===== config.mk =====
export PLATFORM = sky130hd
export DESIGN_NAME = lifo_stack_engine_top
export DESIGN_NICKNAME = d
export VERILOG_FILES = /design/src/design/lse_pkg.sv /design/src/design/lifo_stack_engine_top.sv /design/src/design/lse_ram.sv /design/src/design/lse_front.sv /design/src/design/lse_back.sv
export SDC_FILE = /design/constraint.sdc
export NUM_CORES = 2
export LEC_CHECK = 0
export ABC_CLOCK_PERIOD_IN_PS = 7360
export BUFFER_PORTS_ARGS = -buffer_cell sky130_fd_sc_hd__buf_2
export CAP_MARGIN = 5
export CORE_UTILIZATION = 54
export CTS_BUF_LIST = sky130_fd_sc_hd__clkbuf_8 sky130_fd_sc_hd__clkbuf_16
export CTS_CLUSTER_SIZE = 30
export DETAILED_ROUTE_END_ITERATION = 10
export GPL_ROUTABILITY_DRIVEN = 0
export HOLD_SLACK_MARGIN = 0.03
export PLACE_DENSITY = 0.71
export SLEW_MARGIN = 20
export SYNTH_ARGS = -nofsm -noshare
export SYNTH_HDL_FRONTEND = slang
export SYNTH_SLANG_ARGS = --single-unit
export TNS_END_PERCENT = 1

===== constraint.sdc =====
create_clock -name clk -period 7.36 [get_ports clk]
set_input_delay 0.736 -clock clk [delete_from_list [all_inputs] [get_ports clk]]
set_output_delay 0.736 -clock clk [all_outputs]
set_load 0.01 [all_outputs]

===== src/design/lse_pkg.sv =====
// ----------------------------------------------------------------------------
// lse_pkg: shared types and constants for the lifo stack engine
// command codes, status codes, sequencer states and the queued command word
// ----------------------------------------------------------------------------
package lse_pkg;

	localparam int unsigned ModeW    = 3;
	localparam int unsigned WordW    = 32;
	localparam int unsigned FillW    = 7;
	localparam int unsigned StatusW  = 2;
	localparam int unsigned InDataW  = 40;
	localparam int unsigned OutDataW = 48;

	// command queue between front and back
	localparam int unsigned QDepth = 2;
	localparam int unsigned QPtrW  = 1;
	localparam int unsigned QCntW  = 2;

	// raw mode codes on the input beat
	localparam logic [ModeW-1:0] MODE_PUSH    = 3'd0;
	localparam logic [ModeW-1:0] MODE_POP     = 3'd1;
	localparam logic [ModeW-1:0] MODE_CLEAR   = 3'd2;
	localparam logic [ModeW-1:0] MODE_PEEK    = 3'd3;
	localparam logic [ModeW-1:0] MODE_REMOVE  = 3'd4;
	localparam logic [ModeW-1:0] MODE_REVERSE = 3'd5;

	typedef enum logic [2:0] {
		OP_PUSH,
		OP_POP,
		OP_CLEAR,
		OP_PEEK,
		OP_REMOVE,
		OP_REVERSE,
		OP_NOP
	} op_t;

	typedef enum logic [StatusW-1:0] {
		ST_OK       = 2'd0,
		ST_EMPTY    = 2'd1,
		ST_FULL     = 2'd2,
		ST_NOTFOUND = 2'd3
	} status_t;

	typedef enum logic [3:0] {
		S_IDLE,
		S_SR_RD,
		S_SR_CMP,
		S_SH_RD,
		S_SH_WR,
		S_RV_RDLO,
		S_RV_RDHI,
		S_RV_WRLO,
		S_RV_WRHI,
		S_FETCH,
		S_FINISH
	} state_t;

	typedef struct packed {
		op_t                     op;
		logic signed [WordW-1:0] operand;
	} cmd_t;

	// classify a raw mode code
	function automatic op_t decode_mode(input logic [ModeW-1:0] mode);
		op_t op;
		case (mode)
			MODE_PUSH:    op = OP_PUSH;
			MODE_POP:     op = OP_POP;
			MODE_CLEAR:   op = OP_CLEAR;
			MODE_PEEK:    op = OP_PEEK;
			MODE_REMOVE:  op = OP_REMOVE;
			MODE_REVERSE: op = OP_REVERSE;
			default:      op = OP_NOP;
		endcase
		return op;
	endfunction

endpackage


===== src/design/lifo_stack_engine_top.sv =====
// ----------------------------------------------------------------------------
// lifo_stack_engine_top: bounded last-in-first-out store of signed words
// Commands enter on the s_axis channel, one per beat: mode in the low three
//   bits (push, pop, clear, peek, remove value, reverse), operand above it.
// Every command returns exactly one beat on m_axis: top entry, its validity,
//   the fill count and a status (ok, empty, full, value not found).
// A two-entry command queue sits in front of the execution sequencer, so
//   input beats are taken while a command runs or a result waits.
// Push, pop, clear, peek: the sequencer passes through its idle, fetch and finish states and
//   registers the result. Remove value: entries are searched from the top, each with a read and
//   a compare state, then every entry above the match is moved down, each with a read and a write.
// Reverse: entries are swapped in pairs from the ends inward, each pair read and written back crosswise.
// The pace is set by the single read and single write port of the entry memory.
// Commands run one at a time in arrival order.
// Reset empties the store at once (fill count to zero, no clearing pass) and
//   flushes the queue; memory contents are left as they are.
// When m_axis is stalled the result is held in its output register; the queue
//   keeps taking beats until it is full, then s_axis_tready drops.
// ----------------------------------------------------------------------------
module lifo_stack_engine_top #(
	parameter int unsigned DEPTH = 64
) (
	input  logic                         clk,
	input  logic                         arst_n,
	input  logic                         s_axis_tvalid,
	output logic                         s_axis_tready,
	// [2:0] mode, [34:3] operand_value, [39:35] zero
	input  logic [lse_pkg::InDataW-1:0]  s_axis_tdata,
	output logic                         m_axis_tvalid,
	input  logic                         m_axis_tready,
	// [31:0] top_value, [32] top_valid, [39:33] fill_count, [41:40] status,
	// [47:42] zero
	output logic [lse_pkg::OutDataW-1:0] m_axis_tdata
);
	import lse_pkg::*;

	cmd_t                    cmd;
	logic                    cmd_valid;
	logic                    cmd_ready;
	logic signed [WordW-1:0] res_top_value;
	logic                    res_top_valid;
	logic [FillW-1:0]        res_fill_count;
	status_t                 res_status;

	// intake and classification
	lse_front u_front (
		.clk           (clk),
		.arst_n        (arst_n),
		.s_axis_tvalid (s_axis_tvalid),
		.s_axis_tready (s_axis_tready),
		.s_axis_tdata  (s_axis_tdata),
		.cmd_valid     (cmd_valid),
		.cmd_ready     (cmd_ready),
		.cmd           (cmd)
	);

	// execution against the entry memory
	lse_back #(
		.DEPTH (DEPTH)
	) u_back (
		.clk            (clk),
		.arst_n         (arst_n),
		.cmd_valid      (cmd_valid),
		.cmd_ready      (cmd_ready),
		.cmd            (cmd),
		.res_valid      (m_axis_tvalid),
		.res_ready      (m_axis_tready),
		.res_top_value  (res_top_value),
		.res_top_valid  (res_top_valid),
		.res_fill_count (res_fill_count),
		.res_status     (res_status)
	);

	// pack the result beat
	assign m_axis_tdata = {
		{(OutDataW - WordW - 1 - FillW - StatusW){1'b0}},
		res_status,
		res_fill_count,
		res_top_valid,
		res_top_value
	};

endmodule


===== src/design/lse_ram.sv =====
// ----------------------------------------------------------------------------
// lse_ram: generic single-write single-read memory
// one write port, one read port, read data registered
// ----------------------------------------------------------------------------
module lse_ram #(
	parameter int unsigned WIDTH = 32,
	parameter int unsigned DEPTH = 64
) (
	input  logic                     clk,
	input  logic                     we,
	input  logic [$clog2(DEPTH)-1:0] waddr,
	input  logic [WIDTH-1:0]         wdata,
	input  logic [$clog2(DEPTH)-1:0] raddr,
	output logic [WIDTH-1:0]         rdata
);

	logic [WIDTH-1:0] mem_q [DEPTH];

	// write port
	always_ff @(posedge clk) begin
		if (we) begin
			mem_q[waddr] <= wdata;
		end
	end

	// registered read port
	always_ff @(posedge clk) begin
		rdata <= mem_q[raddr];
	end

endmodule


===== src/design/lse_front.sv =====
// ----------------------------------------------------------------------------
// lse_front: command intake
// accepts input beats, classifies the mode and queues commands for the back end
// ----------------------------------------------------------------------------
module lse_front (
	input  logic                       clk,
	input  logic                       arst_n,
	input  logic                       s_axis_tvalid,
	output logic                       s_axis_tready,
	// [2:0] mode, [34:3] operand_value, [39:35] zero
	input  logic [lse_pkg::InDataW-1:0] s_axis_tdata,
	output logic                       cmd_valid,
	input  logic                       cmd_ready,
	output lse_pkg::cmd_t              cmd
);
	import lse_pkg::*;

	cmd_t             slot_q [QDepth];
	logic [QPtrW-1:0] wr_ptr_q;
	logic [QPtrW-1:0] rd_ptr_q;
	logic [QCntW-1:0] cnt_q;
	logic             push;
	logic             pop;
	cmd_t             in_cmd;

	// classify the incoming beat
	assign in_cmd.op      = decode_mode(s_axis_tdata[ModeW-1:0]);
	assign in_cmd.operand = s_axis_tdata[ModeW+WordW-1:ModeW];

	assign s_axis_tready = (cnt_q != QCntW'(QDepth));
	assign push          = s_axis_tvalid && s_axis_tready;
	assign cmd_valid     = (cnt_q != '0);
	assign pop           = cmd_valid && cmd_ready;
	assign cmd           = slot_q[rd_ptr_q];

	// queue pointers and fill
	always_ff @(posedge clk or negedge arst_n) begin
		if (!arst_n) begin
			wr_ptr_q <= '0;
			rd_ptr_q <= '0;
			cnt_q    <= '0;
		end else begin
			if (push) begin
				wr_ptr_q <= wr_ptr_q + 1'b1;
			end
			if (pop) begin
				rd_ptr_q <= rd_ptr_q + 1'b1;
			end
			if (push && !pop) begin
				cnt_q <= cnt_q + 1'b1;
			end else if (pop && !push) begin
				cnt_q <= cnt_q - 1'b1;
			end
		end
	end

	// queue storage
	always_ff @(posedge clk) begin
		if (push) begin
			slot_q[wr_ptr_q] <= in_cmd;
		end
	end

endmodule


===== src/design/lse_back.sv =====
// ----------------------------------------------------------------------------
// lse_back: command execution
// runs each queued command against the entry memory and registers the result
// ----------------------------------------------------------------------------
module lse_back #(
	parameter int unsigned DEPTH = 64
) (
	input  logic                                clk,
	input  logic                                arst_n,
	input  logic                                cmd_valid,
	output logic                                cmd_ready,
	input  lse_pkg::cmd_t                       cmd,
	output logic                                res_valid,
	input  logic                                res_ready,
	output logic signed [lse_pkg::WordW-1:0]    res_top_value,
	output logic                                res_top_valid,
	output logic [lse_pkg::FillW-1:0]           res_fill_count,
	output lse_pkg::status_t                    res_status
);
	import lse_pkg::*;

	localparam int unsigned AW = $clog2(DEPTH);
	localparam int unsigned CW = $clog2(DEPTH + 1);
	localparam int unsigned XW = CW + 1;

	state_t           state_q;
	state_t           state_d;
	logic [CW-1:0]    count_q;
	status_t          status_q;
	logic [AW-1:0]    idx_q;
	logic [AW-1:0]    hi_q;
	logic [WordW-1:0] key_q;
	logic [WordW-1:0] tmp_q;
	logic             out_valid_q;

	logic             we;
	logic [AW-1:0]    waddr;
	logic [WordW-1:0] wdata;
	logic [AW-1:0]    raddr;
	logic [WordW-1:0] rdata;

	logic             empty;
	logic             full;
	logic [CW-1:0]    count_m1;
	logic [AW-1:0]    top_idx;
	logic [AW-1:0]    idx_p1;
	logic             shift_more;
	logic             rev_more;
	logic             match;
	logic             out_load;
	logic [CW+FillW-1:0] count_ext;

	lse_ram #(
		.WIDTH (WordW),
		.DEPTH (DEPTH)
	) u_ram (
		.clk   (clk),
		.we    (we),
		.waddr (waddr),
		.wdata (wdata),
		.raddr (raddr),
		.rdata (rdata)
	);

	// status of the store and loop conditions
	assign empty      = (count_q == '0);
	assign full       = (count_q == CW'(DEPTH));
	assign count_m1   = count_q - 1'b1;
	assign top_idx    = count_m1[AW-1:0];
	assign idx_p1     = idx_q + 1'b1;
	assign shift_more = (XW'(idx_q) + XW'(1)) < XW'(count_q);
	assign rev_more   = XW'(hi_q) > (XW'(idx_q) + XW'(2));
	assign match      = (rdata == key_q);
	assign out_load   = (state_q == S_FINISH) && (!out_valid_q || res_ready);
	assign count_ext  = {{FillW{1'b0}}, count_q};

	// next state
	always_comb begin
		state_d = state_q;
		case (state_q)
			S_IDLE: begin
				if (cmd_valid) begin
					case (cmd.op)
						OP_REMOVE: state_d = empty ? S_FETCH : S_SR_RD;
						OP_REVERSE: state_d = (count_q > CW'(1)) ? S_RV_RDLO : S_FETCH;
						default: state_d = S_FETCH;
					endcase
				end
			end
			S_SR_RD: state_d = S_SR_CMP;
			S_SR_CMP: begin
				if (match) begin
					state_d = S_SH_RD;
				end else if (idx_q == '0) begin
					state_d = S_FETCH;
				end else begin
					state_d = S_SR_RD;
				end
			end
			S_SH_RD:   state_d = shift_more ? S_SH_WR : S_FETCH;
			S_SH_WR:   state_d = S_SH_RD;
			S_RV_RDLO: state_d = S_RV_RDHI;
			S_RV_RDHI: state_d = S_RV_WRLO;
			S_RV_WRLO: state_d = S_RV_WRHI;
			S_RV_WRHI: state_d = rev_more ? S_RV_RDLO : S_FETCH;
			S_FETCH:   state_d = S_FINISH;
			S_FINISH:  state_d = out_load ? S_IDLE : S_FINISH;
			default:   state_d = S_IDLE;
		endcase
	end

	// memory controls and command pull
	always_comb begin
		cmd_ready = 1'b0;
		we        = 1'b0;
		waddr     = idx_q;
		wdata     = rdata;
		raddr     = top_idx;
		case (state_q)
			S_IDLE: begin
				cmd_ready = 1'b1;
				if (cmd_valid && (cmd.op == OP_PUSH) && !full) begin
					we    = 1'b1;
					waddr = count_q[AW-1:0];
					wdata = cmd.operand;
				end
			end
			S_SR_RD:   raddr = idx_q;
			S_SR_CMP:  raddr = idx_q;
			S_SH_RD:   raddr = idx_p1;
			S_SH_WR: begin
				we    = 1'b1;
				waddr = idx_q;
				wdata = rdata;
			end
			S_RV_RDLO: raddr = idx_q;
			S_RV_RDHI: raddr = hi_q;
			S_RV_WRLO: begin
				we    = 1'b1;
				waddr = idx_q;
				wdata = rdata;
			end
			S_RV_WRHI: begin
				we    = 1'b1;
				waddr = hi_q;
				wdata = tmp_q;
			end
			default: begin
				raddr = top_idx;
			end
		endcase
	end

	// control registers: state, fill count, status, result valid
	always_ff @(posedge clk or negedge arst_n) begin
		if (!arst_n) begin
			state_q     <= S_IDLE;
			count_q     <= '0;
			status_q    <= ST_OK;
			out_valid_q <= 1'b0;
		end else begin
			state_q <= state_d;
			case (state_q)
				S_IDLE: begin
					if (cmd_valid) begin
						status_q <= ST_OK;
						case (cmd.op)
							OP_PUSH: begin
								if (full) begin
									status_q <= ST_FULL;
								end else begin
									count_q <= count_q + 1'b1;
								end
							end
							OP_POP: begin
								if (empty) begin
									status_q <= ST_EMPTY;
								end else begin
									count_q <= count_m1;
								end
							end
							OP_CLEAR: count_q <= '0;
							OP_PEEK: begin
								if (empty) begin
									status_q <= ST_EMPTY;
								end
							end
							OP_REMOVE: begin
								if (empty) begin
									status_q <= ST_NOTFOUND;
								end
							end
							default: begin
								status_q <= ST_OK;
							end
						endcase
					end
				end
				S_SR_CMP: begin
					if (!match && (idx_q == '0)) begin
						status_q <= ST_NOTFOUND;
					end
				end
				S_SH_RD: begin
					if (!shift_more) begin
						count_q <= count_m1;
					end
				end
				default: begin
					count_q <= count_q;
				end
			endcase
			if (out_load) begin
				out_valid_q <= 1'b1;
			end else if (res_ready) begin
				out_valid_q <= 1'b0;
			end
		end
	end

	// walk indices and held words
	always_ff @(posedge clk) begin
		case (state_q)
			S_IDLE: begin
				key_q <= cmd.operand;
				if (cmd.op == OP_REVERSE) begin
					idx_q <= '0;
				end else begin
					idx_q <= top_idx;
				end
				hi_q <= top_idx;
			end
			S_SR_CMP: begin
				if (!match && (idx_q != '0)) begin
					idx_q <= idx_q - 1'b1;
				end
			end
			S_SH_WR:   idx_q <= idx_p1;
			S_RV_RDHI: tmp_q <= rdata;
			S_RV_WRHI: begin
				idx_q <= idx_p1;
				hi_q  <= hi_q - 1'b1;
			end
			default: begin
				idx_q <= idx_q;
			end
		endcase
	end

	// result register
	always_ff @(posedge clk) begin
		if (out_load) begin
			res_top_value  <= empty ? '0 : rdata;
			res_top_valid  <= !empty;
			res_fill_count <= count_ext[FillW-1:0];
			res_status     <= status_q;
		end
	end

	assign res_valid = out_valid_q;

endmodule

==> reports/metrics.csv <==
stage,metric,value,unit
status,outcome,finished clean,
clocking,clkLatencyLatePin,0.88,ns
clocking,clockRootBuffer,clkbuf_16,
yosys,seq_area_frac_synth,74.4,%
setup_path,cp-end-kind,flop,
yosys,synth-seq-cells,2286,
die,die_w,414,um
yosys,yosys_warnings,0,
drt,drt_iter0_markers,8072,
yosys,netlist-cell-type-count,76,
timing,setup_viol,0,
setup_path,crit_chain,"nor2_2, nand2_1, inv_1, buf_4, nand2_1, nor3_2, buf_4, a22oi_1, o2bb2ai_1, nor2b_1, nand2_1, nor2_4, buf_4",
timing,finalSetupTns,0,ns
setup_path,crit_required,7.93,ns
timing,rsz0062_at_grt,no,
timing,tightest_slew,1.30,ns
timing,slew_viol_final,0,
timing,holdWs,0.0722,ns
timing,layout_setup_ws,1.60,ns
die,die_h,414,um
timing,hold_viol_final,0,
placement,place_ws,1.75,ns
finish,final_common_cell,edfxtp_1,
clocking,path_clk_slew,0.06,ns
setup_path,critPathLaunchType,flop,
timing,clock_skew,0.0325,ns
finish,drive_above_1_share,10.6,%
setup_path,crit_fanout,39,
placement,io_buffers,82,
min_path,hold_class,in -> reg,
die,die-area,172000,um^2
drt,via_per_inst,6.29,
clocking,cts_tree,done,
clocking,cts.path.max_buffers,3,
die,rows,150,
timing,fin_crit,5.76,ns
global_routing,grt_max_degree,170,
clocking,htreeDepth,4,
finish,nFillCells,12200,
global_routing,grt-ovfl-total,0,
timing,slew_headroom,12.6,%
timing,period_share,78.2,%
drt,drc_errors,0,
global_routing,grt_pass1_wl,359,mm
finish,fin_nets,6870,
die,core,168000,um^2
setup_path,cp.arrival,6.32,ns
yosys,async_reset_ff_share,0.787,%
die,boundaryPins,94,
yosys,synth-main-ff-cell,edfxtp_1,
drt,vias,58000,
die,initial_core_util,54.6,%
setup_path,criticalPathCategory,reg -> reg,
setup_path,cp_slowest_stage_delay,1.06,ns
yosys,synth_area,91700,um^2
setup_path,path_buf_inv,4,
setup_path,path_delay_family,simple AND/OR/NAND/NOR gates,
global_routing,antenna_found_initial,18,
drt,dr.pass1.iters,7,
yosys,syn_inst,6751,
placement,place_hpwl,139,mm
global_routing,first_global_vias,55000,
clocking,clock-sinks,2286,
job,maxCapViolations,0,
drt,post_drt_wl_per_cell,26.6,um
timing,max_freq,174,MHz
drt,totalWireLength,245,mm
clocking,cts_setup_buffers,0,
drt,ant_nets,0,
finish,syn2layout_area_growth,11.6,%
yosys,avgSynthCellArea,13.6,um^2
global_routing,gr-usage-all-layers,28.1,%
yosys,synth-edff-count,2236,
clocking,numCtsBuffers,217,
finish,layout_common_cells,"edfxtp_1, nand2_1, nand3_1, clkbuf_16, mux2i_1",
setup_path,slowest_stage,nor2_4,
[per-layer routing]
layer	share of wire, %	track usage [%]	vias up
li1	-	-	25300
met1	38	38.5	28600
met2	46	43.5	3575
met3	11	6.01	494
met4	4.6	12.6	4
met5	0.011	0	-
[state kept, by name (all words and copies together), names as in the netlist, 2 cells and up]
signal                 count
u_front.cnt_q              2
u_front.slot_q            70
u_back.status_q            2
u_back.u_ram.rdata        32
u_back.hi_q                6
u_back.count_q             7
u_back.res_status          2
u_back.res_top_value      32
u_back.key_q              32
u_back.idx_q               6
u_back.tmp_q              32
u_back.state_q             4
u_back.res_fill_count      7
u_back.u_ram.mem_q      2048
[layout make-up]
cell class                      instances  area, um^2  share of cell area, %
Inverter                               96         360                  0.352
Sequential cell                      2286       68200                   66.6
Clock buffer                          232        5650                   5.51
Clock inverter                        170        1150                   1.13
Timing Repair Buffer                  280        2380                   2.33
Multi-Input combinational cell       3922       21800                   21.3
Antenna cell                           20        50.0                 0.0489
Tap cell                             2204        2760                   2.69
[synth_stat cells, types with 69 or more instances]
library cell	number	area, um^2
a211oi_1	152	1140
a21oi_1	152	761
a311oi_1	149	1310
and2_1	69	432
buf_2	108	541
clkbuf_1	266	998
edfxtp_1	2236	67100
inv_1	96	360
mux2i_1	204	2040
nand2_1	1662	6240
nand3_1	918	4590
nor2_1	98	368
[kinds of logic after synthesis]
family                   synth area share, %
AO/OA/AOI/OAI                           5.27
XOR/XNOR                               0.525
adder cells (fa/ha/maj)                0.314
buffers and inverters                   2.57
flip-flops                              74.4
multiplexers                            2.74
other                                0.00409
AND/OR/NAND/NOR                         14.2
[timing repair]
| action | in CTS | in global routing |
|---|---|---|
| hold buffers | 8 | 0 |
| hold endpoints to repair | 31 | 0 |
| resized for setup | 0 | 0 |
[stage by stage]
| stage | instances | utilization (%) | area, um^2 |
|---|---|---|---|
| final | 9210 | 61.0 | 102000 |
| after global routing | 9208 | 61.0 | 102000 |
| after CTS | 9181 | 60.8 | 102000 |
| after detailed placement | 8771 | 56.7 | 95200 |
| after global placement | 8766 | 56.6 | 95100 |
| after floorplan | 6756 | - | 91800 |
[worst reg2reg max path, cell delays in order, from the launching register on]
cell       delay, ns
dfrtp_1         0.69
nor2_2          0.46
nand2_1         0.17
inv_1           0.08
buf_4           0.35
nand2_1         0.22
nor3_2          0.17
buf_4           0.33
a22oi_1         0.13
o2bb2ai_1       0.45
nor2b_1         0.38
nand2_1         0.61
nor2_4          1.06
buf_4           0.38
[worst paths after layout]
path	startpoint	slack [ns]	depth (start not counted)	to
worst max-delay path	u_back.state_q[1]	1.60	13	u_back.u_ram.mem_q[22][17]
worst min-delay path	s_axis_tdata[19]	0.07	1	u_front.slot_q[0][16]
worst max register to register	u_back.state_q[1]	1.60	13	u_back.u_ram.mem_q[22][17]
worst min register to register	u_back.status_q[0]	0.45	0	u_back.res_status[0]
max in group asynchronous	arst_n	6.70	2	u_back.count_q[0]
min in group asynchronous	arst_n	0.36	2	u_front.rd_ptr_q
Power is left out: the tool's default activity adds up to more than one toggle a clock period on the data nets, which glitch-free logic cannot reach.
